$ cat src/design/ssd_pkg.sv
// ----------------------------------------------------------------------------
// ssd_pkg
// Shared types, constants and helpers of the season segment detector.
// ----------------------------------------------------------------------------
package ssd_pkg;

    // Fixed field widths
    localparam int DATA_W = 32;
    localparam int LEN_W  = 40;     // twice a time, with room for 3a - b and differences
    localparam int IDX_W  = 13;     // holds any series length up to 4096
    localparam int CNT_W  = 9;

    // Defaults of the top-level parameters
    localparam int SERIES_LEN_DEF  = 256;
    localparam int MAX_SEASONS_DEF = 16;

    // Configuration register indexes
    localparam logic [1:0] REG_THRESHOLD = 2'd0;
    localparam logic [1:0] REG_MIN_LEN   = 2'd1;
    localparam logic [1:0] REG_LOW_MODE  = 2'd2;
    localparam logic [1:0] REG_MAX_SEAS  = 2'd3;

    localparam logic [CNT_W-1:0] CNT_SAT = '1;

    typedef struct packed {
        logic signed [31:0] sample_value;
        logic               sample_null;
        logic signed [31:0] sample_time;
        logic               last_sample;
    } t_sample;

    typedef struct packed {
        logic        [3:0]  season_index;
        logic signed [31:0] start_core;
        logic signed [31:0] start_extended;
        logic signed [31:0] end_core;
        logic signed [31:0] end_extended;
        logic               is_summary;
        logic        [8:0]  season_count;
        logic               all_null;
        logic               last_result;
    } t_result;

    typedef struct packed {
        logic signed [31:0] threshold_level;
        logic        [30:0] min_length;
        logic               low_mode;
        logic        [4:0]  max_seasons;
    } t_cfg;

    // Store write from the loader
    typedef struct packed {
        logic               we;
        logic [IDX_W-1:0]   addr;
        logic signed [31:0] value;
        logic               nul;
        logic signed [31:0] tim;
    } t_wr;

    // Search request from the loader
    typedef struct packed {
        logic             go;
        logic [IDX_W-1:0] n;
        logic             all_null;
    } t_start;

    // Sign-extend a time to the length width
    function automatic logic signed [LEN_W-1:0] sx(input logic signed [31:0] t);
        sx = {{(LEN_W-32){t[31]}}, t};
    endfunction

endpackage

$ cat src/design/ssd_front.sv
// ----------------------------------------------------------------------------
// ssd_front
// Sample loader: takes sample transactions, writes them to the store, keeps
// the fill count and the all-null flag, and hands the series to the search.
// ----------------------------------------------------------------------------
module ssd_front import ssd_pkg::*; #(
    parameter int SERIES_LEN = SERIES_LEN_DEF
) (
    input  logic    i_clk,
    input  logic    i_rst_n,
    input  logic    i_in_valid,
    output logic    o_in_ready,
    input  t_sample i_in_data,
    output t_wr     o_wr,
    output t_start  o_start,
    input  logic    i_done
);
    localparam int CW = $clog2(SERIES_LEN + 1);
    localparam logic [CW-1:0] FULL = CW'(SERIES_LEN);
    localparam logic ST_LOAD = 1'b0;
    localparam logic ST_WAIT = 1'b1;

    logic          r_st, n_st;
    logic [CW-1:0] r_cnt, n_cnt;
    logic          r_nulls, n_nulls;
    t_start        r_start, n_start;
    logic          accept, store;

    assign o_in_ready = (r_st == ST_LOAD);
    assign accept     = i_in_valid && o_in_ready;
    assign store      = accept && (r_cnt < FULL);

    // Drive the store write port
    always_comb begin
        o_wr.we    = store;
        o_wr.addr  = IDX_W'(r_cnt);
        o_wr.value = i_in_data.sample_value;
        o_wr.nul   = i_in_data.sample_null;
        o_wr.tim   = i_in_data.sample_time;
    end

    // Advance count, hand off on the last sample, wait for the search
    always_comb begin
        n_st       = r_st;
        n_cnt      = r_cnt;
        n_nulls    = r_nulls;
        n_start    = r_start;
        n_start.go = 1'b0;
        case (r_st)
            ST_LOAD: begin
                if (store) begin
                    n_cnt   = r_cnt + 1'b1;
                    n_nulls = r_nulls & i_in_data.sample_null;
                end
                if (accept && i_in_data.last_sample) begin
                    n_start.go       = 1'b1;
                    n_start.n        = IDX_W'(n_cnt);
                    n_start.all_null = n_nulls;
                    n_st             = ST_WAIT;
                end
            end
            ST_WAIT: begin
                if (i_done) begin
                    n_cnt   = '0;
                    n_nulls = 1'b1;
                    n_st    = ST_LOAD;
                end
            end
            default: n_st = ST_LOAD;
        endcase
    end

    // Hold loader state; the start count and all-null flag take no reset value
    always_ff @(posedge i_clk) begin
        r_start.n        <= n_start.n;
        r_start.all_null <= n_start.all_null;
        if (!i_rst_n) begin
            r_st       <= ST_LOAD;
            r_cnt      <= '0;
            r_nulls    <= 1'b1;
            r_start.go <= 1'b0;
        end else begin
            r_st       <= n_st;
            r_cnt      <= n_cnt;
            r_nulls    <= n_nulls;
            r_start.go <= n_start.go;
        end
    end

    assign o_start = r_start;

    // No sample taken while a search runs
    a_no_load_in_wait: assert property (@(posedge i_clk) disable iff (!i_rst_n)
        (r_st == ST_WAIT) |-> !store) else $error("store written during search");
    a_go_then_wait: assert property (@(posedge i_clk) disable iff (!i_rst_n)
        r_start.go |-> (r_st == ST_WAIT)) else $error("search start outside wait");
    a_count_bound: assert property (@(posedge i_clk) disable iff (!i_rst_n)
        r_cnt <= FULL) else $error("fill count beyond store depth");

endmodule

$ cat config.mk
export PLATFORM = sky130hd
export DESIGN_NAME = ssd_front
export DESIGN_NICKNAME = d
export VERILOG_FILES = /design/src/design/ssd_pkg.sv /design/src/design/ssd_front.sv
export SDC_FILE = /design/constraint.sdc
export NUM_CORES = 1
export LEC_CHECK = 0
export BUFFER_PORTS_ARGS = -buffer_cell sky130_fd_sc_hd__buf_2
export CAP_MARGIN = 20
export CORE_ASPECT_RATIO = 1.75
export CORE_MARGIN = 3
export CORE_UTILIZATION = 38
export CTS_BUF_LIST = sky130_fd_sc_hd__clkbuf_16
export DETAILED_ROUTE_END_ITERATION = 16
export PLACE_DENSITY = 0.86
export SYNTH_ARGS = -nofsm -noshare
export SYNTH_HDL_FRONTEND = slang
export SYNTH_SLANG_ARGS = --single-unit
$ cat constraint.sdc
create_clock -name i_clk -period 3 [get_ports i_clk]
set_input_delay 0.45 -clock i_clk [delete_from_list [all_inputs] [get_ports i_clk]]
set_output_delay 0.45 -clock i_clk [all_outputs]
set_load 0.02 [all_outputs]
==> results.md <==
- The run finished with clean final reports.
- For this configuration, the core starts out at a cell density of 40.2%.
- Dividing the detail-routed via count by the number of cells gives 5.15.
- At the worst endpoint, the arrival time is 1830 ps.
- The number of pins with negative max-slew slack in the final report is 0.
- Walking the worst path, the cells encountered are or3b_1 > inv_1 > buf_2.
- The setup-violating endpoint count in the final report is 0.
- The share of total power dissipated in sequential elements is 49.1%.
- In this design, the largest share of critical-path delay is due to buffers and inverters.
- The final wirelength is 3230 µm.
- The clock-pin transition on the worst setup and hold timing paths is 50 ps.
- In this run the cell area of the synthesized design comes to 1600 µm².
- By count the netlist is led by sky130_fd_sc_hd__buf_4 (75), sky130_fd_sc_hd__dfxtp_1 (12), sky130_fd_sc_hd__nand2_1 (11).
- The width of the die is 55.0 µm.
- Yosys instantiated no cell more often than sky130_fd_sc_hd__buf_4.
- The number of remaining DRC errors is 0.
- The tightest min-delay check is of the in2reg type.
- The number of instances in the synthesized netlist is 177.
- The first global-routing pass estimated 4780 µm of wire.
- The area growth from synthesis to layout is -18.0%.
- The number of enable-type register cells in the synthesized netlist is 10.
- The number of warning messages in the yosys log is 0.
- Setup total negative slack on the finished layout was measured at 0 ps.
- Counting the buffers created by CTS gives 3.
- The die footprint is 5050 µm².
- The root buffer cell is sky130_fd_sc_hd__clkbuf_16.
- The design internal power is 0.000534 W.
- The cell taking the most area after synthesis is sky130_fd_sc_hd__buf_4.
- At the later pin of the worst-skew pair, clock insertion delay measures 250 ps.
- The most instantiated flip-flop cell in the synthesis netlist is sky130_fd_sc_hd__dfxtp_1.
- In this run switching power makes up 24.4% of total power.
- The synthesis-stage register bit count is 22.
- STA classifies the critical path startpoint as a flip-flop.
- The number of gates resized after CTS was 0.
- The vertical die dimension is 91.8 µm.
- The worst setup path category is reg2out.
- The detailed router finished its first iteration with 26 violations.
- The number of H-tree branching levels is 1.
- Yosys attributes the largest share of cell area to sky130_fd_sc_hd__buf_4 (35%), sky130_fd_sc_hd__edfxtp_1 (19%), sky130_fd_sc_hd__dfxtp_1 (15%).
- Setup repair after global routing left no endpoint under its margin.
- The number of sinks on the clock net is 22.
- The design draws 0.000706 W.
- The floorplan step defined a core boundary enclosing 3980 µm².
- The clock network power share is 38.5%.
- Together, buffers and inverters on the worst path number 2.
- The half-perimeter wire length of the detailed placement result is 2510 µm.
- The global-route usage over all layers is 13.1%.
- For this design the top-level I/O count stands at 165.
- The total overflow reported by the global router is 0.
- The number of maximum-capacitance violations is 0.
- VDD sags by at most 0.000170 V.
- For this design the ratio of total power to cell area is 539 nW/µm².
- The master of the slowest instance on the critical path is sky130_fd_sc_hd__or3b_1.
- Of all nets on the critical path, the largest fanout is 14.
- The post-layout minimum cycle time is 2280 ps.
- For this run, the top clock speed supported by timing is 439 MHz.
- The count of different cell masters after synthesis is 36.
- The longest clock path from root to sink contains 2 buffers.
- Across all setup checks in the final design, the least slack found is 720 ps.
- The share of the Yosys chip area taken by registers is 33.8%.
- For this run, the detailed router's first-pass iteration total came to 4.
- The longest individual stage delay on the worst path is 570 ps.
- The via count of the first global-routing pass is 934.
- The number of diodes is 0.
- The share of cells above drive strength 1 is 23.7%.
- The site row count is 30.
- TritonCTS built the clock tree.
- Hold timing on the final database bottoms out at a slack of 445 ps.
- The pin count of the biggest net entering global routing is 15.
- At the placement stage, the worst setup path has a slack of 940 ps.
- In the final routed layout, each cell accounts on average for 17.7 µm.
- The top cell type's share of synthesized area is 35.2%.
- The core occupancy in the finished layout is 33.0%.
- The number of hold-repair buffers added at the cts stage is 0.
- The via count is 943.
- The number of setup buffers added after CTS is 0.
- Dividing the final minimum period by the clock period gives 76.0%.
- The analysis attributes to cell leakage a power of 0.569 nW.
- The mean instance size in the synthesized netlist is 9.03 µm².
- Summed over all nets, the switching power comes to 0.000172 W.
- Once detail routing completed, the nets flagged for antenna violations numbered 0.
- For this run, asynchronously set or reset flops after synthesis account for 0%.
- The number of nets in the layout is 208.
- After filler insertion, the fill cell instance count of the layout stands at 435.
- On the final layout, the worst clock skew is 1.26 ps.
- Per report_power, the combinational group accounts for 12.4% of the total.
- The hold violation count in the final report is 0.
- The number of antenna violations at the first check in global routing was 0.
- The count of input and output buffers is 28.
- For the worst setup path, the data required time is 2550 ps.
- The placer's final routability congestion estimate is 0.913.
- STA classifies the critical path endpoint as an output pin.
kinds of logic after synthesis:
kind of cell             after synthesis  share of synthesized area, %
buffers and inverters                 84                          37.8
XOR/XNOR                               7                          3.83
AND/OR/NAND/NOR                       43                          15.2
other                                  1                         0.235
adder cells (fa/ha/maj)                1                         0.782
flip-flops                            22                          33.8
AO/OA/AOI/OAI                         19                          8.37
stage by stage:
stage                     std cells  area, µm²
final                           183       1310
after floorplan                 184       1630
after CTS                       183       1310
after global placement          180       1240
after global routing            183       1310
after detailed placement        180       1240
power groups by stage:
stage | registers [W] | logic, W | clock network [W]
floorplan | 0.000360 | 0.000191 | 0
global placement | 0.000353 | 0.0000866 | 0
detailed placement | 0.000353 | 0.0000885 | 0
CTS | 0.000347 | 0.0000889 | 0.000273
global route | 0.000349 | 0.0000970 | 0.000293
finish | 0.000347 | 0.0000876 | 0.000272
registers in the layout, summed over array words and instances (netlist names):
signal	count
o_start	11
r_cnt	9
r_nulls	1
r_st	1
final timing paths:
kind | start | to | slack [ps] | depth (start not counted)
min | i_in_data[0] | o_start[14]$_SDFF_PP0_ | 440 | 2
max | r_st$_SDFF_PN0_ | o_wr[78] | 720 | 3
min reg2reg | r_cnt[8]$_SDFFE_PN0P_ | r_cnt[8]$_SDFFE_PN0P_ | 510 | 2
max reg2reg | r_st$_SDFF_PN0_ | o_start[8]$_DFFE_PP_ | 1080 | 4
cell usage in the layout (no fill, tap or decap), types with 2 or more instances in the layout:
master	n
sky130_fd_sc_hd__and3_1	3
sky130_fd_sc_hd__nand4_1	4
sky130_fd_sc_hd__nand2b_1	4
sky130_fd_sc_hd__nor2_1	3
sky130_fd_sc_hd__a21oi_1	2
sky130_fd_sc_hd__conb_1	8
sky130_fd_sc_hd__a21boi_0	2
sky130_fd_sc_hd__dfxtp_1	12
sky130_fd_sc_hd__o311ai_0	2
sky130_fd_sc_hd__xor2_1	2
sky130_fd_sc_hd__clkbuf_16	3
sky130_fd_sc_hd__o211ai_1	2
sky130_fd_sc_hd__o21ai_0	4
sky130_fd_sc_hd__nand2_1	11
sky130_fd_sc_hd__and2_1	2
sky130_fd_sc_hd__nand3_1	5
sky130_fd_sc_hd__inv_1	4
sky130_fd_sc_hd__a31oi_1	3
sky130_fd_sc_hd__nor2b_1	3
sky130_fd_sc_hd__edfxtp_1	10
sky130_fd_sc_hd__buf_2	28
sky130_fd_sc_hd__xnor2_1	5
final cells by class:
type                            instances  area [µm²]  share of cell area, %
Clock buffer                            3        75.1                   5.73
Sequential cell                        22         541                   41.2
Timing Repair Buffer                   28         140                   10.7
Multi-Input combinational cell         78         480                   36.6
Inverter                                4        15.0                   1.15
Tap cell                               48        60.1                   4.58
per-layer routing:
layer / global-route usage [%] / wire length (µm)
met1: 10.9 / 858
met2: 21.0 / 1570
met4: 14.6 / 349
met3: 4.23 / 457
met5: 0 / 0
Note: power is estimated with default switching activity, not from simulation.
