### src/design/ssd_pkg.sv
// ----------------------------------------------------------------------------
// ssd_pkg
// Shared types, constants and helpers of the season segment detector.
// ----------------------------------------------------------------------------
package ssd_pkg;

    // Fixed field widths
    localparam int DATA_W = 32;
    localparam int LEN_W  = 40;     // twice a time, with room for 3a - b and differences
    localparam int IDX_W  = 13;     // holds any series length up to 4096
    localparam int CNT_W  = 9;

    // Defaults of the top-level parameters
    localparam int SERIES_LEN_DEF  = 256;
    localparam int MAX_SEASONS_DEF = 16;

    // Configuration register indexes
    localparam logic [1:0] REG_THRESHOLD = 2'd0;
    localparam logic [1:0] REG_MIN_LEN   = 2'd1;
    localparam logic [1:0] REG_LOW_MODE  = 2'd2;
    localparam logic [1:0] REG_MAX_SEAS  = 2'd3;

    localparam logic [CNT_W-1:0] CNT_SAT = '1;

    typedef struct packed {
        logic signed [31:0] sample_value;
        logic               sample_null;
        logic signed [31:0] sample_time;
        logic               last_sample;
    } t_sample;

    typedef struct packed {
        logic        [3:0]  season_index;
        logic signed [31:0] start_core;
        logic signed [31:0] start_extended;
        logic signed [31:0] end_core;
        logic signed [31:0] end_extended;
        logic               is_summary;
        logic        [8:0]  season_count;
        logic               all_null;
        logic               last_result;
    } t_result;

    typedef struct packed {
        logic signed [31:0] threshold_level;
        logic        [30:0] min_length;
        logic               low_mode;
        logic        [4:0]  max_seasons;
    } t_cfg;

    // Store write from the loader
    typedef struct packed {
        logic               we;
        logic [IDX_W-1:0]   addr;
        logic signed [31:0] value;
        logic               nul;
        logic signed [31:0] tim;
    } t_wr;

    // Search request from the loader
    typedef struct packed {
        logic             go;
        logic [IDX_W-1:0] n;
        logic             all_null;
    } t_start;

    // Sign-extend a time to the length width
    function automatic logic signed [LEN_W-1:0] sx(input logic signed [31:0] t);
        sx = {{(LEN_W-32){t[31]}}, t};
    endfunction

endpackage

### src/design/ssd_queue.sv
// ----------------------------------------------------------------------------
// ssd_queue
// Two-entry result queue between the search and the output channel.
// ----------------------------------------------------------------------------
module ssd_queue import ssd_pkg::*; (
    input  logic    i_clk,
    input  logic    i_rst_n,
    input  logic    i_push,
    output logic    o_push_ready,
    input  t_result i_push_data,
    output logic    o_out_valid,
    input  logic    i_out_ready,
    output t_result o_out_data
);
    t_result    r_mem [2];
    logic       r_wp, r_rp;
    logic [1:0] r_cnt;
    logic       wr, rd;

    assign o_push_ready = (r_cnt != 2'd2);
    assign o_out_valid  = (r_cnt != 2'd0);
    assign o_out_data   = r_mem[r_rp];
    assign wr           = i_push && o_push_ready;
    assign rd           = o_out_valid && i_out_ready;

    // Hold entries
    always_ff @(posedge i_clk) begin
        if (wr) begin
            r_mem[r_wp] <= i_push_data;
        end
    end

    // Advance pointers and fill level
    always_ff @(posedge i_clk) begin
        if (!i_rst_n) begin
            r_wp  <= 1'b0;
            r_rp  <= 1'b0;
            r_cnt <= 2'd0;
        end else begin
            if (wr) begin
                r_wp <= ~r_wp;
            end
            if (rd) begin
                r_rp <= ~r_rp;
            end
            r_cnt <= r_cnt + {1'b0, wr} - {1'b0, rd};
        end
    end

    a_fill_bound: assert property (@(posedge i_clk) disable iff (!i_rst_n)
        r_cnt <= 2'd2) else $error("queue overfilled");
    a_fill_track: assert property (@(posedge i_clk) disable iff (!i_rst_n)
        (wr && !rd) |=> (r_cnt == $past(r_cnt) + 2'd1)) else $error("fill level lost a push");
    a_ptr_match: assert property (@(posedge i_clk) disable iff (!i_rst_n)
        (r_cnt == 2'd0 || r_cnt == 2'd2) |-> (r_wp == r_rp)) else $error("pointers out of step");

endmodule

### config.mk
export PLATFORM = sky130hd
export DESIGN_NAME = ssd_queue
export DESIGN_NICKNAME = d
export VERILOG_FILES = /design/src/design/ssd_pkg.sv /design/src/design/ssd_queue.sv
export SDC_FILE = /design/constraint.sdc
export NUM_CORES = 1
export LEC_CHECK = 0
export BUFFER_PORTS_ARGS = -buffer_cell sky130_fd_sc_hd__buf_2
export CAP_MARGIN = 5
export CORE_ASPECT_RATIO = 1.5
export CORE_UTILIZATION = 56
export CTS_CLUSTER_DIAMETER = 120
export DETAILED_ROUTE_END_ITERATION = 8
export HOLD_SLACK_MARGIN = 0.02
export PLACE_DENSITY = 0.84
export SLEW_MARGIN = 40
export SYNTH_ARGS = -nofsm -noshare
export SYNTH_HDL_FRONTEND = slang
export SYNTH_SLANG_ARGS = --single-unit
### constraint.sdc
create_clock -name i_clk -period 10.6 [get_ports i_clk]
set_input_delay 0.53 -clock i_clk [delete_from_list [all_inputs] [get_ports i_clk]]
set_output_delay 0.53 -clock i_clk [all_outputs]
set_load 0.05 [all_outputs]
==> impl_metrics.csv, run 1 <==
group,metric,value,unit
place,dp_hpwl,13500,microns
sta,drv_slew,0,
route,wire_per_inst,18.9,microns
setup_path,worstSetupPathType,"register to output port",
sta,period_needed,3960,ps
synth,ys_top_cells_by_area,"edfxtp_1 (80%), mux2_2 (8.7%), mux2_4 (8.3%)",
layout,layout-drive-gt1-share,60.7,%
pwr,power.density,275,nW/um^2
cts,numCtsBuffers,25,
global_route,grt_max_degree,86,
synth,synth_seq_cells,293,
global_route,first_global_vias,5804,
route,drc,0,
cts,cts.sinks,293,
sta,finalCritPeriodShare,37.4,%
worst_hold_path,hold_path.class,"input pin to register",
cts,cts_hold_buffers,0,
sta,fin_tns_setup,0,ps
route,routed_wl,20000,microns
floorplanning,fp.dieW,116,microns
cts,cts_tree,"done",
floorplanning,start_util,56.9,%
setup_path,cp.arrival,3430,ps
layout,multiInputGateArea,1990,sq um
global_route,antenna_found_initial,6,
route,dr.first_iter.drc_count,308,
setup_path,critPathCaptureType,"output port",
synth,synthesis.nets,622,
worst_hold_path,whs_path_depth,1,
global_route,grt_first_pass_wirelength,29400,microns
pwr,ir_drop,0.226,mV
synth,synth-seq-area-share,80.6,%
route,via_count,5443,
cts,cts_resized,0,
run,drv_cap,0,
synth,synth_edf_count,288,
cts,clk_latency,510,ps
place,portBuffers,293,
layout,fillers,1224,
setup_path,worst_ep_required_time,10070,ps
cts,htreeDepth,1,
route,ant_nets,0,
sta,max_freq,252,MHz
sta,skew,11.3,ps
synth,yosysTopAreaCell,"edfxtp_1",
cts,cts.reportedPaths.clkPinSlew,60,ps
global_route,grt_use_total,19.6,%
pwr,power,3.71,mW
sta,rsz0062_at_grt,"no",
synth,synth_top_area_share,79.6,%
cts,clockBufferDepth,3,
route,drt_first_pass_iters,6,
route,wl_met3,1360,microns
floorplanning,die_area,20000,sq um
floorplanning,coreArea,19100,sq um
setup_path,startpoint_type,"register",
synth,synthTopCellsByCount,"edfxtp_1 (288), mux2_2 (84), mux2_4 (60)",
floorplanning,die_height,173,microns
synth,syn_inst,472,
floorplanning,top_level_ports,294,
synth,yosys_warnings,0,
status,status,"finished, final reports clean",
route,top_layer,"met5",
place,place_congestion,0.770,
sta,setup_viol,0,
sta,max-slew-margin-rel,45.8,%
setup_path,critPathMaxFanout,53,
synth,yosysUniqueCellTypes,18,
synth,synth_flop_cell,"edfxtp_1",
setup_path,worst-r2r-cell-count,4,
sta,whs,207,ps
layout,ff_latch_area,8750,sq um
route,drt-met1-wl,6630,microns
synth,yosysMostFrequentCell,"edfxtp_1",
layout,nNetsFinal,932,
sta,finalHoldViolCount,0,
route,via_per_inst,5.13,
cts,clock_tree.root_cell,"clkbuf_16",
sta,tightest_slew,813,ps
global_route,overflow,0,
synth,synthArstFlopShare,0,%
synth,synth.avg_cell_area,23.0,sq um
route,wl_met2,11000,microns
synth,syn-cell-area,10900,sq um
layout,syn_to_final_growth,24.0,%
floorplanning,placementRows,62,
pwr,leakagePower,5.14,nW
cts,post_cts_buffers,0,
==> flip-flops by register name, summed over array words and instances (netlist names), named ones only <==
name,cells
r_cnt,2
r_mem,288
r_wp,1
r_rp,1
==> area by class of cell <==
class	count	share of cell area, %
diodes	5	0.0929
inverters	1	0.0279
repair buffers	299	11.4
well taps	256	2.38
flip-flops and latches	293	65.0
clock buffers	34	5.19
multi-input cells	162	14.8
clock inverters	10	1.15
==> metal layers <==
metal  vias up  global-route usage (%)
li1       2491                       -
met5         -                       0
met3        72                    4.66
met1      2657                    19.5
met4         2                    10.1
met2       221                    36.7
==> kinds of logic after synthesis <==
logic type / after synthesis / share of synthesized area (%)
DFF: 293 / 80.6
buffers and inverters: 17 / 1.23
and+or+nand+nor: 11 / 0.565
muxes: 145 / 17.1
AOI/OAI and AO/OA: 1 / 0.0692
adders and majority gates: 2 / 0.230
xor gates and xnor gates: 3 / 0.242
==> final timing paths <==
path	startpoint	slack [ps]	end
max	register	6640	o_out_data[69]
min	i_push_data[132]	210	r_mem[1][132]
max reg2reg	r_cnt[0]	8260	r_mem[1][56]
min reg2reg	r_rp	550	register
==> placed cells by master, fill, tap and decap left out, drive strengths merged, types with 2 or more instances in the layout <==
cell    netlist  routed
buf          16     299
nand2b        2       2
dfxtp         5       5
bufinv        0       4
nand2         2       2
edfxtp      288     288
nor2b         2       2
and2          2       2
xnor2         3       3
clkbuf        0      34
clkinv        0       5
diode         0       5
ha            2       2
mux2        144     144
==> power breakdown <==
group,internal [mW],switching [mW],leakage (nW)
clock network,0.559,0.376,0.417
logic,0.368,0.883,1.99
registers,1.46,0.0642,2.73
==> stage by stage <==
stage                     setup slack, ps  cell area (sq um)  utilization (%)  instances
after floorplan                      2940              10900                -        472
after global placement               7190              12600             65.9       1010
after detailed placement             7100              12600             65.9       1010
after CTS                            6550              13400             70.4       1054
after global routing                 6400              13500             70.5       1057
final                                6640              13500             70.6       1060
==> critical path, stage by stage, from the launching register on <==
cell and delay [ps]:
dfxtp_4 800, buf_4 680, buf_4 760, mux2_2 420, buf_2 210
Note: power is estimated with default switching activity, not from simulation.
==> inputs of run 2 (changes only) <==
--- a/config.mk
+++ b/config.mk
@@ -8,11 +8,11 @@
 export BUFFER_PORTS_ARGS = -buffer_cell sky130_fd_sc_hd__buf_2
 export CAP_MARGIN = 5
 export CORE_ASPECT_RATIO = 1.5
-export CORE_UTILIZATION = 56
+export CORE_UTILIZATION = 47
 export CTS_CLUSTER_DIAMETER = 120
 export DETAILED_ROUTE_END_ITERATION = 8
 export HOLD_SLACK_MARGIN = 0.02
-export PLACE_DENSITY = 0.84
+export PLACE_DENSITY = 0.76
 export SLEW_MARGIN = 40
 export SYNTH_ARGS = -nofsm -noshare
 export SYNTH_HDL_FRONTEND = slang
==> constraint.sdc (replaced) <==
create_clock -name i_clk -period 3.3 [get_ports i_clk]
set_input_delay 0.165 -clock i_clk [delete_from_list [all_inputs] [get_ports i_clk]]
set_output_delay 0.165 -clock i_clk [all_outputs]
set_load 0.05 [all_outputs]
==> run 2 against run 1 <==
  * Setup slack worse by 5600 ps
  * Utilization down 4.2 points
  * Largest cell class unchanged
  * Sequential cell count unchanged
  * Sequential power rose to 3.2 times the previous value
  * Register-to-register slack worse by 6800 ps
  * Final cell count up 16%
  * Critical path depth down 1
  * Highest routed layer is now met4
  * Count of clock-buffer cells in the layout up 4
  * Wire length up 11%
==> impl_metrics.csv, run 2 (synthesized netlist as in run 1, its figures left out) <==
group,metric,value,unit
sta,rsz0062_at_grt,"no",
layout,fillers,1496,
pwr,comb_power_share,36.2,%
pwr,pwr-share-seq,40.3,%
pwr,intPower,7.57,mW
setup_path,critPathMaxFanout,48,
setup_path,worst-r2r-cell-count,4,
worst_hold_path,hold_start,"i_out_ready",
route,dr.first_iter.drc_count,307,
pwr,ir_drop,0.840,mV
sta,fin_tns_setup,0,ps
global_route,grt_use_total,18.2,%
cts,htreeDepth,1,
route,via_count,6043,
setup_path,r2r_setup_slack,1500,ps
worst_hold_path,whs_path_depth,4,
setup_path,reg2reg_from,"r_cnt[0]",
global_route,first_global_vias,6508,
pwr,power.density,799,nW/um^2
floorplanning,coreArea,22500,sq um
sta,drv_slew,0,
route,ant_nets,0,
run,drv_cap,0,
place,portBuffers,293,
layout,largest_reg_flops,288,
layout,design_area,14900,sq um
sta,setup_viol,0,
floorplanning,fp.dieW,126,microns
route,wire_per_inst,18.2,microns
layout,layout-drive-gt1-share,50.4,%
status,status,"finished, final reports clean",
place,dp_hpwl,12800,microns
cts,post_cts_buffers,0,
pwr,p_switching,4.34,mW
pwr,power,11.9,mW
setup_path,path_cells,"buf_4, mux2_2, buf_2",
sta,finalHoldViolCount,0,
sta,skew,8.54,ps
global_route,antenna_found_initial,2,
pwr,clkPwrFrac,23.4,%
setup_path,cp.arrival,2110,ps
place,post_dp_cell_area,12700,sq um
place,place_congestion,0.747,
global_route,grt_first_pass_wirelength,33300,microns
sta,tightest_slew,758,ps
cts,cts.reportedPaths.clkPinSlew,60,ps
layout,nNetsFinal,1079,
sta,max-slew-margin-rel,49.4,%
sta,finalCritPeriodShare,69.0,%
cts,cts_resized,0,
route,drt_first_pass_iters,6,
cts,cts.sinks,293,
setup_path,worstSetupPathType,"register to output port",
setup_path,cp_slowest_cell,"buf_4",
cts,clock_tree.root_cell,"clkbuf_16",
layout,multiInputGateArea,2000,sq um
floorplanning,die_area,23700,sq um
cts,numCtsBuffers,26,
layout,ff_latch_area,8750,sq um
setup_path,max_stage_delay,580,ps
route,drc,0,
floorplanning,placementRows,67,
layout,final_common_cell,"buf_2",
sta,period_needed,2280,ps
setup_path,reg2reg_to,"r_mem[0][93]",
layout,top_register,"r_mem",
setup_path,critPathCaptureType,"output port",
global_route,overflow,0,
pwr,swShare,36.4,%
layout,top_regs,"r_mem (288), r_cnt (2)",
floorplanning,die_height,188,microns
global_route,grt_max_degree,97,
sta,max_freq,439,MHz
setup_path,startpoint_type,"register",
route,routed_wl,22300,microns
setup_path,worst_ep_required_time,3130,ps
worst_hold_path,hold_path.class,"input pin to register",
layout,layout_common_cells,"buf_2 (293), edfxtp_1 (288), dlygate4sd3_1 (146), mux2_2 (84), mux2_4 (60)",
cts,cts_tree,"done",
layout,syn_to_final_growth,37.2,%
route,via_per_inst,4.93,
floorplanning,top_level_ports,294,
pwr,leakagePower,5.72,nW
cts,clockBufferDepth,3,
cts,clk_latency,520,ps
floorplanning,start_util,48.3,%
==> run 2: cell types whose count changed in the layout (fill, tap and decap cells not counted), sizes merged <==
cell	delta
clkbuf	+4
clkinv	+3
bufinv	-3
clkinvlp	-1
dlygate4sd3	+146
diode	-3
==> run 2: timing repair <==
action	CTS	global route
hold buffers	146	0
setup endpoints to repair	0	0
hold endpoints to repair	293	0
==> run 2: final cells by class <==
| class | count | share of cell area, % |
|---|---|---|
| clock buffer | 38 | 4.81 |
| timing repair buffer | 445 | 20.3 |
| clock inverter | 9 | 0.411 |
| sequential | 293 | 58.7 |
| antenna | 2 | 0.0336 |
| tap | 276 | 2.32 |
| inverter | 1 | 0.0252 |
| multi-input combinational | 162 | 13.4 |
==> run 2: worst max-delay path, delay by kind of cell (launching register included) <==
family,cells,cell delay (ps)
buffers and inverters,2,790
multiplexers,1,420
flip-flops,1,350
==> run 2: per-stage QoR <==
| step | hold WS, ps | utilization [%] | std cells | setup slack [ps] |
|---|---|---|---|---|
| 4_1_cts | 115 | 66.3 | 1224 | 979 |
| 5_1_grt | 168 | 66.3 | 1226 | 938 |
| 3_3_place_gp | 352 | 56.3 | 1031 | 1460 |
| 3_5_place_dp | 356 | 56.3 | 1031 | 1420 |
| 6_report | 150 | 66.3 | 1226 | 1020 |
| 2_1_floorplan | 264 | - | 472 | 33.6 |
==> run 2: how the worst max path moves through the flow <==
stage	startpoint	end	slack, ps	depth (start not counted)
after global placement	r_cnt[0]	r_mem[1][94]	1460	3
after global routing	register	o_out_data[76]	940	3
after detailed placement	r_cnt[0]	r_mem[0][86]	1420	4
final	register	o_out_data[3]	1020	3
after floorplan	r_cnt[0]	r_mem[0][0]	30	3
after CTS	register	o_out_data[38]	980	3
==> run 2: power by group through the flow <==
| stage | Clock [mW] | Combinational, mW | Sequential (mW) |
|---|---|---|---|
| 2_1_floorplan | 0 | 3.36 | 4.86 |
| 3_3_place_gp | 0 | 4.15 | 4.84 |
| 3_5_place_dp | 0 | 4.17 | 4.88 |
| 4_1_cts | 2.86 | 4.32 | 4.80 |
| 5_1_grt | 3.01 | 4.48 | 4.84 |
| 6_report | 2.79 | 4.32 | 4.80 |
==> run 2: per-layer routing <==
metal,routed length (microns),GRT usage [%],vias up
met2,12100,33.9,235
met4,744,7.18,0
met1,7970,19.5,2959
met5,0,0,-
met3,1480,4.51,56
li1,-,-,2793
==> inputs of run 3 (changes only) <==
--- a/config.mk
+++ b/config.mk
@@ -8,11 +8,11 @@
 export BUFFER_PORTS_ARGS = -buffer_cell sky130_fd_sc_hd__buf_2
 export CAP_MARGIN = 5
 export CORE_ASPECT_RATIO = 1.5
-export CORE_UTILIZATION = 47
+export CORE_UTILIZATION = 52
 export CTS_CLUSTER_DIAMETER = 120
 export DETAILED_ROUTE_END_ITERATION = 8
 export HOLD_SLACK_MARGIN = 0.02
-export PLACE_DENSITY = 0.76
+export PLACE_DENSITY = 0.79
 export SLEW_MARGIN = 40
 export SYNTH_ARGS = -nofsm -noshare
 export SYNTH_HDL_FRONTEND = slang
==> constraint.sdc (replaced) <==
create_clock -name i_clk -period 2.15 [get_ports i_clk]
set_input_delay 0.1075 -clock i_clk [delete_from_list [all_inputs] [get_ports i_clk]]
set_output_delay 0.1075 -clock i_clk [all_outputs]
set_load 0.05 [all_outputs]
==> run 3 against run 2 <==
  * First-iteration DRC count up 24%
  * Sequential cell count is the same
  * Wire length rose by 7.1%
  * Critical path depth is the same
  * Hold slack got worse by 61 ps
  * Via count up 2.4%
  * Sequential share of layout area is 0.67 points lower
  * Clock power rose by 57%
  * Utilization is 7.5 points higher
  * Global-route usage increased by 3.3 points
  * Clock skew barely moved
  * Critical path type unchanged
  * Critical endpoint is now o_out_data[48]
==> impl_metrics.csv, run 3 (synthesized netlist as in run 1, its figures left out) <==
group,metric,value,unit
sta,max_freq,480,MHz
sta,setup_viol,0,
sta,finalCritPeriodShare,97.0,%
global_route,grt_use_total,21.5,%
pwr,swShare,36.3,%
sta,skew,8.56,ps
global_route,antenna_found_initial,3,
sta,tightest_slew,442,ps
place,dpl.cell_count,1026,
floorplanning,start_util,53.2,%
layout,top_regs,"r_mem (288), r_cnt (2)",
worst_hold_path,hold_path.class,"input pin to register",
place,dp_hpwl,13800,microns
pwr,pwr-share-seq,39.7,%
pwr,p_switching,6.78,mW
route,via_per_inst,5.06,
pwr,leakagePower,5.82,nW
sta,finalHoldViolCount,0,
worst_hold_path,hold_start,"i_out_ready",
floorplanning,coreArea,20400,sq um
layout,layout_common_cells,"buf_2 (293), edfxtp_1 (288), dlygate4sd3_1 (146), mux2_2 (84), mux2_4 (60)",
sta,drv_slew,0,
floorplanning,fp.dieW,120,microns
sta,setup_slack,65.1,ps
sta,max-slew-margin-rel,70.5,%
status,status,"finished, final reports clean",
layout,stdcell_count,1223,
route,wire_per_inst,19.5,microns
place,portBuffers,293,
layout,final_util,73.8,%
global_route,grt_max_degree,76,
floorplanning,top_level_ports,294,
cts,clock_tree.root_cell,"clkbuf_16",
place,post_dp_cell_area,12800,sq um
pwr,ir_drop,1.04,mV
setup_path,worst_ep_required_time,2040,ps
cts,cts_tree,"done",
cts,cts.reportedPaths.clkPinSlew,60,ps
worst_hold_path,whs_path_depth,4,
layout,top_register,"r_mem",
setup_path,startpoint_type,"register",
setup_path,worst-r2r-cell-count,7,
setup_path,reg2reg_from,"r_cnt[1]",
cts,numCtsBuffers,26,
global_route,overflow,0,
global_route,grt_first_pass_wirelength,34900,microns
setup_path,reg2reg_to,"r_cnt[1]",
pwr,comb_power_share,36.7,%
floorplanning,die_height,179,microns
setup_path,critPathMaxFanout,54,
setup_path,cp.arrival,1980,ps
cts,clockBufferDepth,3,
layout,largest_reg_flops,288,
floorplanning,placementRows,64,
sta,period_needed,2080,ps
global_route,first_global_vias,6627,
pwr,power.density,1240,nW/um^2
route,drt_first_pass_iters,4,
cts,htreeDepth,1,
layout,syn_to_final_growth,38.8,%
layout,final_common_cell,"buf_2",
place,place_congestion,0.787,
pwr,intPower,11.9,mW
run,drv_cap,0,
floorplanning,die_area,21500,sq um
route,dr.first_iter.drc_count,381,
pwr,clkPwrFrac,23.5,%
place,dp_slack,475,ps
route,routed_wl,23900,microns
route,ant_nets,0,
layout,nNetsFinal,1092,
setup_path,worstSetupPathType,"register to output port",
setup_path,critPathCaptureType,"output port",
layout,layout-drive-gt1-share,51.7,%
sta,whs,88.7,ps
route,via_count,6187,
layout,design_area,15100,sq um
setup_path,r2r_setup_slack,360,ps
cts,clk_latency,520,ps
cts,cts.sinks,293,
route,drc,0,
==> run 3: changes by cell type in the layout (fill, tap and decap cells not counted), sizes merged <==
| cell | previous run | this run |
|---|---|---|
| bufinv | 1 | 2 |
| clkbuf | 38 | 34 |
| diode | 2 | 3 |
| clkinv | 8 | 6 |
| buf | 299 | 312 |
==> run 3: power by group through the flow <==
stage          clock network, mW  logic, mW  registers [mW]
4_1_cts                     4.44       6.76            7.41
2_1_floorplan                  0       5.16            7.46
6_report                    4.39       6.86            7.42
5_1_grt                     4.65       7.12            7.47
3_3_place_gp                   0       6.41            7.47
3_5_place_dp                   0       6.52            7.53
==> run 3: worst max path at each step <==
| stage | start | to | slack, ps | depth (start not counted) |
|---|---|---|---|---|
| after floorplan | r_cnt[0] | r_mem[0][0] | -1060 | 3 |
| after global placement | r_cnt[1] | r_cnt[1] | 580 | 7 |
| after detailed placement | r_cnt[1] | r_cnt[1] | 470 | 7 |
| after CTS | register | o_out_data[48] | 0.8 | 3 |
| after global routing | register | o_out_data[48] | -4 | 3 |
| final | register | o_out_data[48] | 70 | 3 |
==> run 3: cell type report <==
cell class	count	area (sq um)
sequential	293	8750
fill	1148	5340
timing repair buffer	458	3190
multi-input combinational	162	2000
clock buffer	34	702
tap	264	330
clock inverter	8	85.1
antenna	3	7.51
inverter	1	3.75
==> run 3: worst max-delay path: stages (launching register included) <==
cell,delay [ps]
dfxtp_4,470
buf_16,330
mux2_2,400
buf_2,220
==> run 3: what timing repair did <==
action,4_1_cts,5_1_grt
setup endpoints to repair,0,26
gates resized for setup,0,1
buffers inserted,0,6
hold buffers,146,0
endpoints found under the hold margin,293,0
==> run 3: stage by stage <==
stage	TNS [ps]	power, mW
after CTS	0	18.6
after global placement	0	13.9
after detailed placement	0	14.0
final	0	18.7
after global routing	-4.17	19.2
after floorplan	-250940	12.6
==> run 3: metal layers <==
layer	GRT usage, %	up-vias	share of wire, %
met4	10.3	0	4.5
li1	-	2811	-
met5	0	-	0
met2	40.9	258	56
met1	22.5	3050	34
met3	3.72	68	5.4
